$ cat config.mk
export PLATFORM = sky130hd
export DESIGN_NAME = masked_mixed_distance
export DESIGN_NICKNAME = d
export VERILOG_FILES = /design/src/mmd_pkg.sv /design/src/mmd_mul.sv /design/src/mmd_div.sv /design/src/mmd_sqrt.sv /design/src/masked_mixed_distance.sv
export SDC_FILE = /design/constraint.sdc
export NUM_CORES = 1
export LEC_CHECK = 0
export ABC_AREA = 0
export BUFFER_PORTS_ARGS = -buffer_cell sky130_fd_sc_hd__buf_2
export CAP_MARGIN = 0
export CORE_MARGIN = 3
export CORE_UTILIZATION = 60
export DETAILED_ROUTE_END_ITERATION = 10
export HOLD_SLACK_MARGIN = 0.1
export PLACE_DENSITY = 0.82
export SLEW_MARGIN = 20
export SYNTH_ARGS = -nofsm -noshare
export SYNTH_HDL_FRONTEND = slang
export SYNTH_SLANG_ARGS = --single-unit
$ cat constraint.sdc
create_clock -name clk -period 14.8 [get_ports clk]
set_clock_uncertainty 0.2 [all_clocks]
set_input_delay 2.22 -clock clk [delete_from_list [all_inputs] [get_ports clk]]
set_output_delay 2.22 -clock clk [all_outputs]
set_load 0.005 [all_outputs]
$ cat src/mmd_pkg.sv
package mmd_pkg;

  localparam int VAL_W     = 16;
  localparam int WGT_W     = 16;
  localparam int MUL_A_W   = 32;
  localparam int PROD_W    = 48;
  localparam int DSUM_W    = 54;
  localparam int WSUM_W    = 22;
  localparam int ROOT_W    = DSUM_W / 2;
  localparam int DIST_W    = 16;
  localparam int CAT_SHIFT = 24;

  localparam int MUL_CNT_W  = $clog2(WGT_W);
  localparam int DIV_CNT_W  = $clog2(DSUM_W);
  localparam int SQRT_CNT_W = $clog2(ROOT_W);

  typedef logic [PROD_W-1:0] prod_t;
  typedef logic [DSUM_W-1:0] dsum_t;
  typedef logic [WSUM_W-1:0] wsum_t;
  typedef logic [ROOT_W-1:0] root_t;

endpackage

$ cat src/mmd_mul.sv
module mmd_mul (
  input  logic                            clk,
  input  logic                            rst_n,
  input  logic                            start,
  input  logic [mmd_pkg::MUL_A_W-1:0]     a,
  input  logic [mmd_pkg::WGT_W-1:0]       b,
  output logic                            done,
  output mmd_pkg::prod_t                  prod
);

  localparam logic [mmd_pkg::MUL_CNT_W-1:0] LastStep = mmd_pkg::MUL_CNT_W'(mmd_pkg::WGT_W - 1);

  logic                          busy_r;
  logic                          done_r;
  logic [mmd_pkg::MUL_CNT_W-1:0] cnt_r;
  mmd_pkg::prod_t                a_r;
  mmd_pkg::prod_t                acc_r;
  logic [mmd_pkg::WGT_W-1:0]     b_r;

  always_ff @(posedge clk) begin
    if (!rst_n) begin
      busy_r <= 1'b0;
      done_r <= 1'b0;
      cnt_r  <= '0;
    end else begin
      done_r <= busy_r && (cnt_r == LastStep);
      if (start) begin
        busy_r <= 1'b1;
        cnt_r  <= '0;
      end else if (busy_r) begin
        cnt_r <= cnt_r + 1'b1;
        if (cnt_r == LastStep) busy_r <= 1'b0;
      end
    end
  end

  // shift-add, one multiplier bit per cycle, lsb first
  always_ff @(posedge clk) begin
    if (start) begin
      a_r   <= mmd_pkg::PROD_W'(a);
      b_r   <= b;
      acc_r <= '0;
    end else if (busy_r) begin
      if (b_r[0]) acc_r <= acc_r + a_r;
      a_r <= a_r << 1;
      b_r <= b_r >> 1;
    end
  end

  assign done = done_r;
  assign prod = acc_r;

endmodule

$ cat src/mmd_div.sv
module mmd_div (
  input  logic           clk,
  input  logic           rst_n,
  input  logic           start,
  input  mmd_pkg::dsum_t dividend,
  input  mmd_pkg::wsum_t divisor,
  output logic           done,
  output mmd_pkg::dsum_t quot
);

  localparam logic [mmd_pkg::DIV_CNT_W-1:0] LastStep = mmd_pkg::DIV_CNT_W'(mmd_pkg::DSUM_W - 1);

  logic                          busy_r;
  logic                          done_r;
  logic [mmd_pkg::DIV_CNT_W-1:0] cnt_r;
  mmd_pkg::dsum_t                d_r;
  mmd_pkg::wsum_t                w_r;
  mmd_pkg::wsum_t                rem_r;
  logic [mmd_pkg::WSUM_W:0]      trial;
  logic                          fits;

  assign trial = {rem_r, d_r[mmd_pkg::DSUM_W-1]};
  assign fits  = trial >= {1'b0, w_r};

  always_ff @(posedge clk) begin
    if (!rst_n) begin
      busy_r <= 1'b0;
      done_r <= 1'b0;
      cnt_r  <= '0;
    end else begin
      done_r <= busy_r && (cnt_r == LastStep);
      if (start) begin
        busy_r <= 1'b1;
        cnt_r  <= '0;
      end else if (busy_r) begin
        cnt_r <= cnt_r + 1'b1;
        if (cnt_r == LastStep) busy_r <= 1'b0;
      end
    end
  end

  // restoring divide, quotient bits shift in behind the dividend
  always_ff @(posedge clk) begin
    if (start) begin
      d_r   <= dividend;
      w_r   <= divisor;
      rem_r <= '0;
    end else if (busy_r) begin
      if (fits) rem_r <= mmd_pkg::WSUM_W'(trial - {1'b0, w_r});
      else      rem_r <= trial[mmd_pkg::WSUM_W-1:0];
      d_r <= {d_r[mmd_pkg::DSUM_W-2:0], fits};
    end
  end

  assign done = done_r;
  assign quot = d_r;

endmodule

$ cat src/mmd_sqrt.sv
module mmd_sqrt (
  input  logic           clk,
  input  logic           rst_n,
  input  logic           start,
  input  mmd_pkg::dsum_t x,
  output logic           done,
  output mmd_pkg::root_t root
);

  localparam int RemW = mmd_pkg::ROOT_W + 1;
  localparam logic [mmd_pkg::SQRT_CNT_W-1:0] LastStep =
    mmd_pkg::SQRT_CNT_W'(mmd_pkg::ROOT_W - 1);

  logic                           busy_r;
  logic                           done_r;
  logic [mmd_pkg::SQRT_CNT_W-1:0] cnt_r;
  mmd_pkg::dsum_t                 x_r;
  mmd_pkg::root_t                 q_r;
  logic [RemW-1:0]                r_r;
  logic [RemW+1:0]                r_sh;
  logic [RemW+1:0]                trial;
  logic                           fits;

  assign r_sh  = {r_r, x_r[mmd_pkg::DSUM_W-1 -: 2]};
  assign trial = {1'b0, q_r, 2'b01};
  assign fits  = r_sh >= trial;

  always_ff @(posedge clk) begin
    if (!rst_n) begin
      busy_r <= 1'b0;
      done_r <= 1'b0;
      cnt_r  <= '0;
    end else begin
      done_r <= busy_r && (cnt_r == LastStep);
      if (start) begin
        busy_r <= 1'b1;
        cnt_r  <= '0;
      end else if (busy_r) begin
        cnt_r <= cnt_r + 1'b1;
        if (cnt_r == LastStep) busy_r <= 1'b0;
      end
    end
  end

  // one root bit per cycle, two radicand bits shift in
  always_ff @(posedge clk) begin
    if (start) begin
      x_r <= x;
      q_r <= '0;
      r_r <= '0;
    end else if (busy_r) begin
      x_r <= x_r << 2;
      if (fits) begin
        r_r <= RemW'(r_sh - trial);
        q_r <= {q_r[mmd_pkg::ROOT_W-2:0], 1'b1};
      end else begin
        r_r <= r_sh[RemW-1:0];
        q_r <= {q_r[mmd_pkg::ROOT_W-2:0], 1'b0};
      end
    end
  end

  assign done = done_r;
  assign root = q_r;

endmodule

$ cat src/masked_mixed_distance.sv
// a skipped, missing or categorical column goes from accept through the add state and back to ready
// a contributing numeric column first runs two 16-step bit-serial multiplies
// a last column with a nonzero weight sum adds a 54-step divide, 27-step square root, result load
// one column in flight at a time; a finished result waits in the output register
// synchronous active-low reset clears both sums, the sequencer and out_valid
module masked_mixed_distance (
  input  logic                             clk,
  input  logic                             rst_n,
  input  logic                             in_valid,
  output logic                             in_ready,
  input  logic                             in_kind,
  input  logic signed [mmd_pkg::VAL_W-1:0] in_receiver_value,
  input  logic signed [mmd_pkg::VAL_W-1:0] in_donor_value,
  input  logic                             in_receiver_present,
  input  logic                             in_donor_present,
  input  logic [mmd_pkg::WGT_W-1:0]        in_weight,
  input  logic                             in_skip,
  input  logic                             in_last,
  output logic                             out_valid,
  input  logic                             out_ready,
  output logic [mmd_pkg::DIST_W-1:0]       out_distance,
  output logic                             out_infinite
);

  localparam logic [2:0] S_IDLE = 3'd0;
  localparam logic [2:0] S_MUL1 = 3'd1;
  localparam logic [2:0] S_MUL2 = 3'd2;
  localparam logic [2:0] S_ADD  = 3'd3;
  localparam logic [2:0] S_DIV  = 3'd4;
  localparam logic [2:0] S_SQRT = 3'd5;
  localparam logic [2:0] S_EMIT = 3'd6;

  logic [2:0]                  state_r;
  logic [mmd_pkg::WGT_W-1:0]   w_r;
  logic                        last_r;
  logic                        contrib_r;
  logic                        inf_r;
  mmd_pkg::prod_t              add_r;
  mmd_pkg::dsum_t              dsum_r;
  mmd_pkg::wsum_t              wsum_r;
  mmd_pkg::dsum_t              dsum_nxt;
  mmd_pkg::wsum_t              wsum_nxt;
  logic                        out_valid_r;
  logic [mmd_pkg::DIST_W-1:0]  out_distance_r;
  logic                        out_infinite_r;

  logic                        accept;
  logic                        contrib;
  logic                        numeric;
  logic [mmd_pkg::VAL_W:0]     diff;
  logic [mmd_pkg::VAL_W:0]     mag;
  logic [mmd_pkg::DSUM_W:0]    dsum_wide;
  logic [mmd_pkg::WSUM_W:0]    wsum_wide;
  logic                        emit;
  logic [mmd_pkg::DIST_W-1:0]  root_sat;

  logic                        mul_start;
  logic [mmd_pkg::MUL_A_W-1:0] mul_a;
  logic                        mul_done;
  mmd_pkg::prod_t              mul_prod;
  logic                        div_start;
  logic                        div_done;
  mmd_pkg::dsum_t              div_quot;
  logic                        sqrt_start;
  logic                        sqrt_done;
  mmd_pkg::root_t              sqrt_root;

  assign in_ready = (state_r == S_IDLE);
  assign accept   = in_valid && in_ready;
  assign contrib  = !in_skip && (in_weight != '0) && in_receiver_present && in_donor_present;
  assign numeric  = contrib && !in_kind;

  assign diff = {in_donor_value[mmd_pkg::VAL_W-1], in_donor_value}
              - {in_receiver_value[mmd_pkg::VAL_W-1], in_receiver_value};
  assign mag  = diff[mmd_pkg::VAL_W] ? -diff : diff;

  // first pass squares the difference, second pass scales by the weight
  assign mul_start = (accept && numeric) || (state_r == S_MUL1 && mul_done);
  assign mul_a     = (state_r == S_MUL1) ? mul_prod[mmd_pkg::MUL_A_W-1:0]
                                         : mmd_pkg::MUL_A_W'(mag[mmd_pkg::VAL_W-1:0]);

  // saturating sums
  assign dsum_wide = {1'b0, dsum_r} + (mmd_pkg::DSUM_W + 1)'(add_r);
  assign wsum_wide = {1'b0, wsum_r} + (mmd_pkg::WSUM_W + 1)'(contrib_r ? w_r : '0);
  assign dsum_nxt  = dsum_wide[mmd_pkg::DSUM_W] ? '1 : dsum_wide[mmd_pkg::DSUM_W-1:0];
  assign wsum_nxt  = wsum_wide[mmd_pkg::WSUM_W] ? '1 : wsum_wide[mmd_pkg::WSUM_W-1:0];

  assign div_start  = (state_r == S_ADD) && last_r && (wsum_nxt != '0);
  assign sqrt_start = (state_r == S_DIV) && div_done;

  assign emit     = (state_r == S_EMIT) && (!out_valid_r || out_ready);
  assign root_sat = (|sqrt_root[mmd_pkg::ROOT_W-1:mmd_pkg::DIST_W]) ? '1
                  : sqrt_root[mmd_pkg::DIST_W-1:0];

  mmd_mul u_mul (
    .clk   (clk),
    .rst_n (rst_n),
    .start (mul_start),
    .a     (mul_a),
    .b     ((state_r == S_MUL1) ? w_r : mag[mmd_pkg::VAL_W-1:0]),
    .done  (mul_done),
    .prod  (mul_prod)
  );

  mmd_div u_div (
    .clk      (clk),
    .rst_n    (rst_n),
    .start    (div_start),
    .dividend (dsum_nxt),
    .divisor  (wsum_nxt),
    .done     (div_done),
    .quot     (div_quot)
  );

  mmd_sqrt u_sqrt (
    .clk   (clk),
    .rst_n (rst_n),
    .start (sqrt_start),
    .x     (div_quot),
    .done  (sqrt_done),
    .root  (sqrt_root)
  );

  always_ff @(posedge clk) begin
    if (!rst_n) begin
      state_r <= S_IDLE;
      dsum_r  <= '0;
      wsum_r  <= '0;
    end else begin
      unique case (state_r)
        S_IDLE: begin
          if (accept) state_r <= numeric ? S_MUL1 : S_ADD;
        end
        S_MUL1: begin
          if (mul_done) state_r <= S_MUL2;
        end
        S_MUL2: begin
          if (mul_done) state_r <= S_ADD;
        end
        S_ADD: begin
          if (last_r) begin
            dsum_r  <= '0;
            wsum_r  <= '0;
            state_r <= (wsum_nxt == '0) ? S_EMIT : S_DIV;
          end else begin
            dsum_r  <= dsum_nxt;
            wsum_r  <= wsum_nxt;
            state_r <= S_IDLE;
          end
        end
        S_DIV: begin
          if (div_done) state_r <= S_SQRT;
        end
        S_SQRT: begin
          if (sqrt_done) state_r <= S_EMIT;
        end
        S_EMIT: begin
          if (emit) state_r <= S_IDLE;
        end
        default: state_r <= S_IDLE;
      endcase
    end
  end

  always_ff @(posedge clk) begin
    if (accept) begin
      w_r       <= in_weight;
      last_r    <= in_last;
      contrib_r <= contrib;
      // categorical mismatch adds one in q.24 times the weight
      if (contrib && in_kind && (in_receiver_value != in_donor_value))
        add_r <= mmd_pkg::PROD_W'(in_weight) << mmd_pkg::CAT_SHIFT;
      else
        add_r <= '0;
    end else if (state_r == S_MUL2 && mul_done) begin
      add_r <= mul_prod;
    end
    if (state_r == S_ADD) inf_r <= (wsum_nxt == '0);
  end

  always_ff @(posedge clk) begin
    if (!rst_n) begin
      out_valid_r <= 1'b0;
    end else if (emit) begin
      out_valid_r <= 1'b1;
    end else if (out_ready) begin
      out_valid_r <= 1'b0;
    end
  end

  always_ff @(posedge clk) begin
    if (emit) begin
      out_infinite_r <= inf_r;
      out_distance_r <= inf_r ? '0 : root_sat;
    end
  end

  assign out_valid    = out_valid_r;
  assign out_distance = out_distance_r;
  assign out_infinite = out_infinite_r;

  a_div_nonzero: assert property (@(posedge clk) disable iff (!rst_n)
    div_start |-> (wsum_nxt != '0))
    else $error("divide started with zero weight sum");

  a_out_from_emit: assert property (@(posedge clk) disable iff (!rst_n)
    $rose(out_valid_r) |-> $past(state_r == S_EMIT))
    else $error("result beat without emit state");

  a_inf_zero: assert property (@(posedge clk) disable iff (!rst_n)
    (out_valid_r && out_infinite_r) |-> (out_distance_r == '0))
    else $error("infinite result with nonzero distance");

  a_mul_done_state: assert property (@(posedge clk) disable iff (!rst_n)
    mul_done |-> (state_r == S_MUL1 || state_r == S_MUL2))
    else $error("multiply finished outside multiply states");

  a_sqrt_after_div: assert property (@(posedge clk) disable iff (!rst_n)
    sqrt_done |-> (state_r == S_SQRT))
    else $error("square root finished outside its state");

endmodule

Word level (Yosys, flattened, before mapping). Index checks and enable logic that the tools add are counted.

Add/subtract/negate cells: 10. Magnitude comparators: 2. Equality and inequality tests: 16. Muxes and demuxes: 44. Bitwise logic cells: 1. Reduce and logical (&&, ||, !) cells: 37.

Operators with widths (number): $mux 54 (6); $mux 16 (6); $mux 32 (3); $mux 48 (2); $mux 22 (3); $add 54x48->55 (1); $add 48x48->48 (1); $mux 40 (1); $ge 30x29->1 (1); $mux 28 (1); $sub 28x28->28 (1); $add 22x16->23 (1); $ge 23x22->1 (1); $logic_not 22->1 (1); $reduce_bool 22->1 (1); $sub 22x22->22 (1); $mux 3 (7); $pmux 3 s7 (1); $logic_and 1x1->1 (17); $sub 16x16->17 (1); $ne 16x16->1 (1); $neg 16->16 (1); $reduce_bool 16->1 (1); $mux 1 (12); other kinds (21) (38).

Flip-flop bits (word level): 504. Input bits: 57. Output and inout port bits: 19. Logic and storage cells: 140.

Longest topological paths before layout. Gate-level depths: netlist (run 1).

Depth after elaboration: 8. Gate-level depth with buffers: 17. Mapped depth without buffers: 15.

Cells and area by module. Synthesis (run 1) repeated with hierarchy kept, for this count alone.

Cells, all modules: 3277. Area, all modules: 31437.7 sq um.

Modules (own cells, without submodules): masked_mixed_distance (instances 1, cells an instance 1412, area an instance 12295.5 sq um, sequential area each 4124.0 sq um); mmd_mul (instances 1, cells an instance 778, area an instance 7248.2 sq um, sequential area each 2842.7 sq um); mmd_sqrt (instances 1, cells an instance 630, area an instance 6470.0 sq um, sequential area each 2862.7 sq um); mmd_div (instances 1, cells an instance 457, area an instance 5424.0 sq um, sequential area each 2882.8 sq um).

Worst setup path after synthesis (run 1). No wires, ideal clock.

Path type: input to register. From: in in_valid. To: reg add_r[0], enable pin. Setup time: 0.513 ns. Data arrival time: 5.557 ns. Required time: 14.087 ns. Setup slack: 8.530 ns. Cell stages on the path: 2. Buffers on the path: 0. Cell sequence: mux2i_1 nor3_1.

Cells in the longest elaborated chain, start to end: 2.

Ends and longest elaborated chain: start, declared (RTL line masked_mixed_distance.sv:9) `input logic in_valid,`; $logic_and 1x1->1 (RTL line masked_mixed_distance.sv:69) `assign accept = in_valid && in_ready;`; $reduce_bool 2->1 (no source line); end signal, assigned (RTL line masked_mixed_distance.sv:172) `add_r <= mmd_pkg::PROD_W'(in_weight) << mmd_pkg::CAT_SHIFT;`; end signal, assigned (RTL line masked_mixed_distance.sv:176) `add_r <= mul_prod;`; end, declared (RTL line masked_mixed_distance.sv:38) `mmd_pkg::prod_t add_r;`.

No other way between the ends. A chain may end at the register's enable or synchronous reset.

Worst setup path after layout (run 1).
From: reg contrib_r. To: reg u_div.d_r[49] (netlist: u_div.quot[49]) (data pin).

Cells in the longest elaborated chain, start to end: 6.

Ends and longest elaborated chain: start, declared (RTL line masked_mixed_distance.sv:36) `logic contrib_r;`; start signal, assigned (RTL line masked_mixed_distance.sv:169) `contrib_r <= contrib;`; $mux 16 (RTL line masked_mixed_distance.sv:84) `assign wsum_wide = {1'b0, wsum_r} + (mmd_pkg::WSUM_W + 1)'(contrib_r ? w_r : '0);`; $add 22x16->23 (RTL line masked_mixed_distance.sv:84); $mux 22 (RTL line masked_mixed_distance.sv:86) `assign wsum_nxt = wsum_wide[mmd_pkg::WSUM_W] ? '1 : wsum_wide[mmd_pkg::WSUM_W-1:0];`; $reduce_bool 22->1 (RTL line masked_mixed_distance.sv:88) `assign div_start = (state_r == S_ADD) && last_r && (wsum_nxt != '0);`; $logic_and 1x1->1 (RTL line masked_mixed_distance.sv:88); $mux 54 (RTL line mmd_div.sv:44) `if (start) begin`; end signal, assigned (RTL line mmd_div.sv:45) `d_r <= dividend;`; end signal, assigned (RTL line mmd_div.sv:51) `d_r <= {d_r[mmd_pkg::DSUM_W-2:0], fits};`; end, declared (RTL line mmd_div.sv:16) `mmd_pkg::dsum_t d_r;`.

No other way between the ends.

==> results of run 1 <==
-- where the power goes --
part           internal [mW]  total, mW  switching (mW)  leakage, nW
Combinational          0.755       1.90            1.14         8.00
Sequential              1.76       1.97           0.217         4.17
Clock                  0.795       1.36           0.570        0.882
-- flip-flops by register name, indices dropped and copies added (netlist names), 6 cells and up --
name / cells
dsum_r: 54
u_div.quot: 54
u_sqrt.x_r: 54
add_r: 48
u_mul.a_r: 48
u_mul.prod: 48
u_sqrt.r_r: 28
u_sqrt.root: 27
u_div.rem_r: 22
u_div.w_r: 22
wsum_r: 22
out_distance: 16
u_mul.b_r: 16
w_r: 16
u_div.cnt_r: 6
-- cell usage after synthesis, types with 74 or more instances --
cell	instances	area, um2
nand2_1	432	1620
nor2_1	374	1400
a21oi_1	329	1650
edfxtp_1	262	7870
dfxtp_1	242	4840
ha_1	184	2300
o21ai_0	173	866
clkbuf_1	151	567
inv_1	118	443
xnor2_1	110	963
a21o_1	92	691
and2_1	80	500
nand3_1	74	370
-- layout by cell type, fill, tap and decap left out, types with 66 or more instances in the layout --
cell type  synthesis  final
a21oi_1          329    328
ha_1             184    184
nand3_1           74     73
inv_1            118    118
edfxtp_1         262    262
xor2_1            66     66
nor2_1           374    373
a21o_1            92     91
dfxtp_1          242    241
xnor2_1          110    110
nor2b_1           67     67
and2_1            80     80
buf_2             20     75
o21ai_0          173    173
nand2_1          432    432
-- stage by stage --
| step | hold WS, ns | std cells |
|---|---|---|
| global placement | 0.255 | 3952 |
| CTS | 0.271 | 4054 |
| finish | 0.273 | 4057 |
| detailed placement | 0.252 | 3952 |
| global route | 0.292 | 4057 |
| floorplan | 0.224 | 3370 |
-- routing by layer --
layer / wire length (um) / up-vias / share of wire [%] / global-route usage [%]
met5: 0 / - / 0 / 0
met4: 3010 / 0 / 4.0 / 11.2
met3: 4830 / 152 / 6.4 / 3.69
met2: 34400 / 875 / 46 / 46.1
met1: 32700 / 11700 / 44 / 37.5
li1: - / 12000 / - / -
-- worst min-delay path, stage by stage (launching register included) --
cell and delay, ns:
dfxtp_1 0.33, nand2_1 0.06, nor2_1 0.04
-- logic make-up (layout without fill, tap and decap cells) --
family          Yosys count  after routing
xor+xnor                177            177
fa+ha+maj               189            189
buf+inv                 295            318
flops                   504            504
mux                      69             69
simple gates           1222           1222
compound gates          914            914
-- how the worst max path moves through the flow --
stage	slack, ns	end	startpoint
4_1_cts	9.14	u_div.quot[49]$_DFFE_PP_	contrib_r$_DFFE_PP_
5_1_grt	8.71	u_div.quot[49]$_DFFE_PP_	contrib_r$_DFFE_PP_
3_3_place_gp	8.98	u_mul.a_r[2]$_DFFE_PP_	in_donor_value[0]
2_1_floorplan	8.53	add_r[0]$_SDFFCE_PP0P_	in_valid
3_5_place_dp	8.82	u_mul.a_r[4]$_DFFE_PP_	in_donor_value[0]
6_report	9.11	u_div.quot[49]$_DFFE_PP_	contrib_r$_DFFE_PP_
-- area by class of cell --
cell class              count  area (um2)
repair buffers             97         593
well taps                 664         831
flip-flops and latches    504       12700
clock buffers              74        1560
multi-input cells        2571       16100
inverters                 119         447
fillers                  3899       16600
clock inverters            28         262
==> out/results.ini, run 1 <==
[sta]
setup_tns_ns = 0
maxSlewHeadroom_pct = 33.5
final.setup.worst_slack_ns = 9.11
hold_violations = 0
tightest_slew_ns = 0.998
period_needed_ns = 5.69
rsz0062_at_grt = no
finalCritPeriodShare_pct = 38.5
setup_viol = 0
fmax_mhz = 176
drv_slew = 0

[place]
portBuffers = 75
dpl_worst_slack_ns = 8.82
dp_hpwl_mm = 53.3
place_area_mm2 = 0.0306
gp_congestion = 0.984

[layout]
utilization_pct = 66.2
syn_to_final_growth_pct = 8.80
drive_above_1_share_pct = 7.22
finish.instance_area_mm2 = 0.0325
diodes = 0
nNetsFinal = 3593

[setup_path]
regToRegEndpoint = u_div.quot[49]$_DFFE_PP_
cp-start-kind = flop
crit_arrival_ns = 5.84
critPathRequiredTime_ns = 14.95
path_depth = 15
rrSetupSlack_ns = 9.11
rr_startpoint = contrib_r$_DFFE_PP_
worst-path-buf-inv = 2
cp-end-kind = flop
critical-path-top-delay-family = compound AO/OA/AOI/OAI gates
path_class = flop to flop
rr_worst_depth = 15
cp_slowest_stage_delay_ns = 0.76
critical_path.max_fanout = 77
worstPathCellList = and2_1, ha_1, fa_1, a21oi_1, o211ai_2, a21oi_1, nor4b_1, o21ba_2, or2_1, o31a_1, o21ai_1, a31oi_4, buf_4, buf_4, mux2_2
crit_slowest_cell = buf_4

[global_routing]
grt_pass1_vias = 23800
grt_max_degree = 112
gr-total-overflow = 0
track_usage_pct = 27.9
grt_pass1_wl_mm = 121
antenna_found_initial = 0

[power]
leakage_nw = 13.1
power_density_mw_per_mm2 = 161
finalPower_mw = 5.24
ir_worst_vdd_v = 0.000126

[clocking]
cts_setup_buffers = 0
cts.clk_slew.worst_paths_ns = 0.06
cts_repair_resize_count = 0
cts.sinks = 504
clk_latency_ns = 0.61
ctsHoldBuffers = 0
cts_tree = built
clock_path_buffers = 3
cts-root-buf = clkbuf_16
cts_buffers = 54
htreeDepth = 2

[die]
die_w_um = 229
dieHeight_um = 229
die_area_mm2 = 0.0525
initial_core_util_pct = 60.9
io_pins = 76
rows = 81
fp.coreArea_mm2 = 0.0491

[hold_path]
hold_path_end = u_mul.done$_SDFF_PN0_
hold_path_depth = 2
hold_path_startpoint = u_mul.cnt_r[3]$_SDFFE_PP0P_
hold_path_class = flop to flop

[job]
maxCapViolCount = 0

[logic_synthesis]
synth_edf_count = 262
syn_inst = 3370
synth_warnings = 0
synth.avg_cell_area_um2 = 8.86
yosys-mux-area-fraction_pct = 2.34
yosys.area_share.adder_pct = 8.05
synth_top_family_by_area = compound AO/OA/AOI/OAI gates
synth_xor_area_share_pct = 5.22
ys_ff_latch = 504
yosys.area_share.simple_pct = 18.7
ys_types = 89
syn_area_mm2 = 0.0299
synth-compound-area-share_pct = 19.4
seq_area_frac_synth_pct = 42.6
syn-num-nets = 3616
postSynth.asyncResetShare_pct = 0
synth-main-ff-cell = edfxtp_1

[detailed_routing]
drcViolationCount = 0
wl_per_cell_um = 18.5
drtAntennaViolNets = 0
vias = 24700
drt_wl_total_mm = 74.9
drt-pass1-iter-count = 6
drtIter0Drc = 1931
via_per_inst = 6.08

[status]
status = complete, no violations

(Power assumes the default switching activity.)
==> run 2, diff against run 1 <==
Settings changed: CORE_UTILIZATION 60 to 58, PLACE_DENSITY 0.82 to 0.83.
Clock period 14.8 ns to 5 ns, I/O delays scaled along.
==> out/results.ini, run 2 (synthesis results as in run 1) <==
[status]
status = complete, no violations  ; unchanged

[setup_path]
rrSetupSlack_ns = 0.52  ; was 9.11 ns
worst-path-buf-inv = 1  ; was 2
worstPathCellList = and2_1, ha_1, fa_1, a21oi_1, o211ai_2, a21oi_1, or2_1, xnor2_1, nand4_1, or3_1, nor4_4, a31oi_4, or2_2, buf_12  ; was and2_1, ha_1, fa_1, a21oi_1, o211ai_2, a21oi_1, nor4b_1, o21ba_2, or2_1, o31a_1, o21ai_1, a31oi_4, buf_4, buf_4, mux2_2
path_class = flop to flop  ; unchanged
cp-end-kind = flop  ; unchanged
critical_path.max_fanout = 50  ; was 77
rr_worst_depth = 14  ; was 15
rr_startpoint = contrib_r$_DFFE_PP_  ; unchanged
path_depth = 14  ; was 15
critical-path-top-delay-family = simple AND/OR/NAND/NOR gates  ; was compound AO/OA/AOI/OAI gates
cp_slowest_stage_delay_ns = 0.53  ; was 0.76 ns
cpMostUsedCell = a21oi_1
cp-start-kind = flop  ; unchanged
regToRegEndpoint = u_div.quot[20]$_DFFE_PP_  ; was u_div.quot[49]$_DFFE_PP_
crit_arrival_ns = 4.62  ; was 5.84 ns
crit_slowest_cell = edfxtp_1  ; was buf_4
critPathRequiredTime_ns = 5.14  ; was 14.95 ns

[die]
die_area_mm2 = 0.0542  ; was 0.0525 mm2
io_pins = 76  ; unchanged
dieHeight_um = 233  ; was 229 um
rows = 82  ; was 81
fp.coreArea_mm2 = 0.0505  ; was 0.0491 mm2
initial_core_util_pct = 59.1  ; was 60.9%
die_w_um = 233  ; was 229 um

[global_routing]
antenna_found_initial = 0  ; unchanged
track_usage_pct = 26.2  ; was 27.9%
grt_max_degree = 103  ; was 112
grt_pass1_vias = 23000  ; was 23800
grt_pass1_wl_mm = 117  ; was 121 mm
gr-total-overflow = 0  ; unchanged

[hold_path]
hold_path_end = last_r$_DFFE_PP_  ; was u_mul.done$_SDFF_PN0_
hold_path_depth = 1  ; was 2
hold_path_startpoint = in_last  ; was u_mul.cnt_r[3]$_SDFFE_PP0P_
hold_path_class = input pin to flop  ; was flop to flop

[place]
portBuffers = 75  ; unchanged
place_inst = 3974  ; was 3952
gp_congestion = 0.922  ; was 0.984
dp_hpwl_mm = 51.2  ; was 53.3 mm

[job]
maxCapViolCount = 0  ; unchanged

[power]
power_density_mw_per_mm2 = 470  ; was 161 mW/mm2
ir_worst_vdd_v = 0.000432  ; was 0.000126 V
leakage_nw = 13.1  ; about the same

[sta]
drv_slew = 0  ; unchanged
tightest_slew_ns = 1.04  ; was 0.998 ns
setup_tns_ns = 0  ; unchanged
fmax_mhz = 223  ; was 176 MHz
hold_violations = 0  ; unchanged
maxSlewHeadroom_pct = 30.4  ; was 33.5%
rsz0062_at_grt = no  ; unchanged
finalCritPeriodShare_pct = 89.7  ; was 38.5%
period_needed_ns = 4.48  ; was 5.69 ns
setup_viol = 0  ; unchanged

[clocking]
cts_buffers = 52  ; was 54
clock_path_buffers = 3  ; unchanged
cts.sinks = 504  ; unchanged
cts-root-buf = clkbuf_16  ; unchanged
cts.clk_slew.worst_paths_ns = 0.07  ; was 0.06 ns
cts_repair_resize_count = 0  ; unchanged
ctsHoldBuffers = 0  ; unchanged
htreeDepth = 2  ; unchanged
clk_latency_ns = 0.62  ; was 0.61 ns
cts_setup_buffers = 0  ; unchanged
cts_tree = built  ; unchanged

[detailed_routing]
via_per_inst = 6.00  ; was 6.08
drtAntennaViolNets = 0  ; unchanged
wl_per_cell_um = 17.6  ; was 18.5 um
drt_wl_total_mm = 71.6  ; was 74.9 mm
drtIter0Drc = 2302  ; was 1931
vias = 24400  ; was 24700
drcViolationCount = 0  ; unchanged
drt-pass1-iter-count = 6  ; unchanged

[layout]
diodes = 0  ; unchanged
final_cell_mix = nand2_1 (432), nor2_1 (373), a21oi_1 (328)  ; unchanged
drive_above_1_share_pct = 7.41  ; was 7.22%
instances_no_fill = 4072  ; was 4057
final_common_cell = nand2_1  ; unchanged
syn_to_final_growth_pct = 8.72  ; was 8.80%
nNetsFinal = 3602  ; was 3593

==> run 2: cell types whose count changed in the layout (fill, tap and decap cells not counted), moves of 2 or more <==
cell       before  now
buf_4          19   30
buf_16          2    0
clkbuf_16      57   53
buf_12          1    3
==> run 2: metrics by stage <==
step	utilization (%)	setup slack [ns]	hold WS (ns)	power [mW]	cell area, um2
after floorplan	-	0.134	0.224	9.93	29900
after global placement	60.9	0.695	0.244	11.1	30700
after CTS	64.3	0.565	0.169	15.2	32500
final	64.3	0.516	0.182	15.3	32500
after global routing	64.3	0.285	0.165	16.2	32500
after detailed placement	60.9	0.592	0.265	11.3	30700
==> run 2: area by class of cell <==
class	instances	area, um2
clock buffer	72	1480
clock inverter	26	253
fill	4152	18000
inverter	119	447
multi-input combinational	2571	16100
sequential	504	12700
tap	672	841
timing repair buffer	108	661
==> run 2: worst max-delay path by stage <==
| stage | endpoint | startpoint |
|---|---|---|
| after floorplan | add_r[0]$_SDFFCE_PP0P_ | state_r[1]$_SDFFE_PN0P_ |
| after global placement | u_div.quot[7]$_DFFE_PP_ | contrib_r$_DFFE_PP_ |
| after detailed placement | u_div.quot[6]$_DFFE_PP_ | contrib_r$_DFFE_PP_ |
| after CTS | u_div.quot[20]$_DFFE_PP_ | contrib_r$_DFFE_PP_ |
| after global routing | u_div.quot[20]$_DFFE_PP_ | contrib_r$_DFFE_PP_ |
| final | u_div.quot[20]$_DFFE_PP_ | contrib_r$_DFFE_PP_ |
==> run 2: power by group <==
part / leakage [nW] / switching, mW / total [mW] / internal (mW)
clock: 0.841 / 1.68 / 3.92 / 2.24
combinational: 8.04 / 3.31 / 5.52 / 2.22
sequential: 4.17 / 0.623 / 5.81 / 5.19
==> run 2: metal layers <==
layer / vias up / routed length, um / track usage [%]
li1: 12000 / - / -
met4: 0 / 2710 / 9.89
met1: 11400 / 31300 / 36.4
met3: 155 / 5120 / 3.46
met5: - / 0 / 0
met2: 924 / 32400 / 41.9
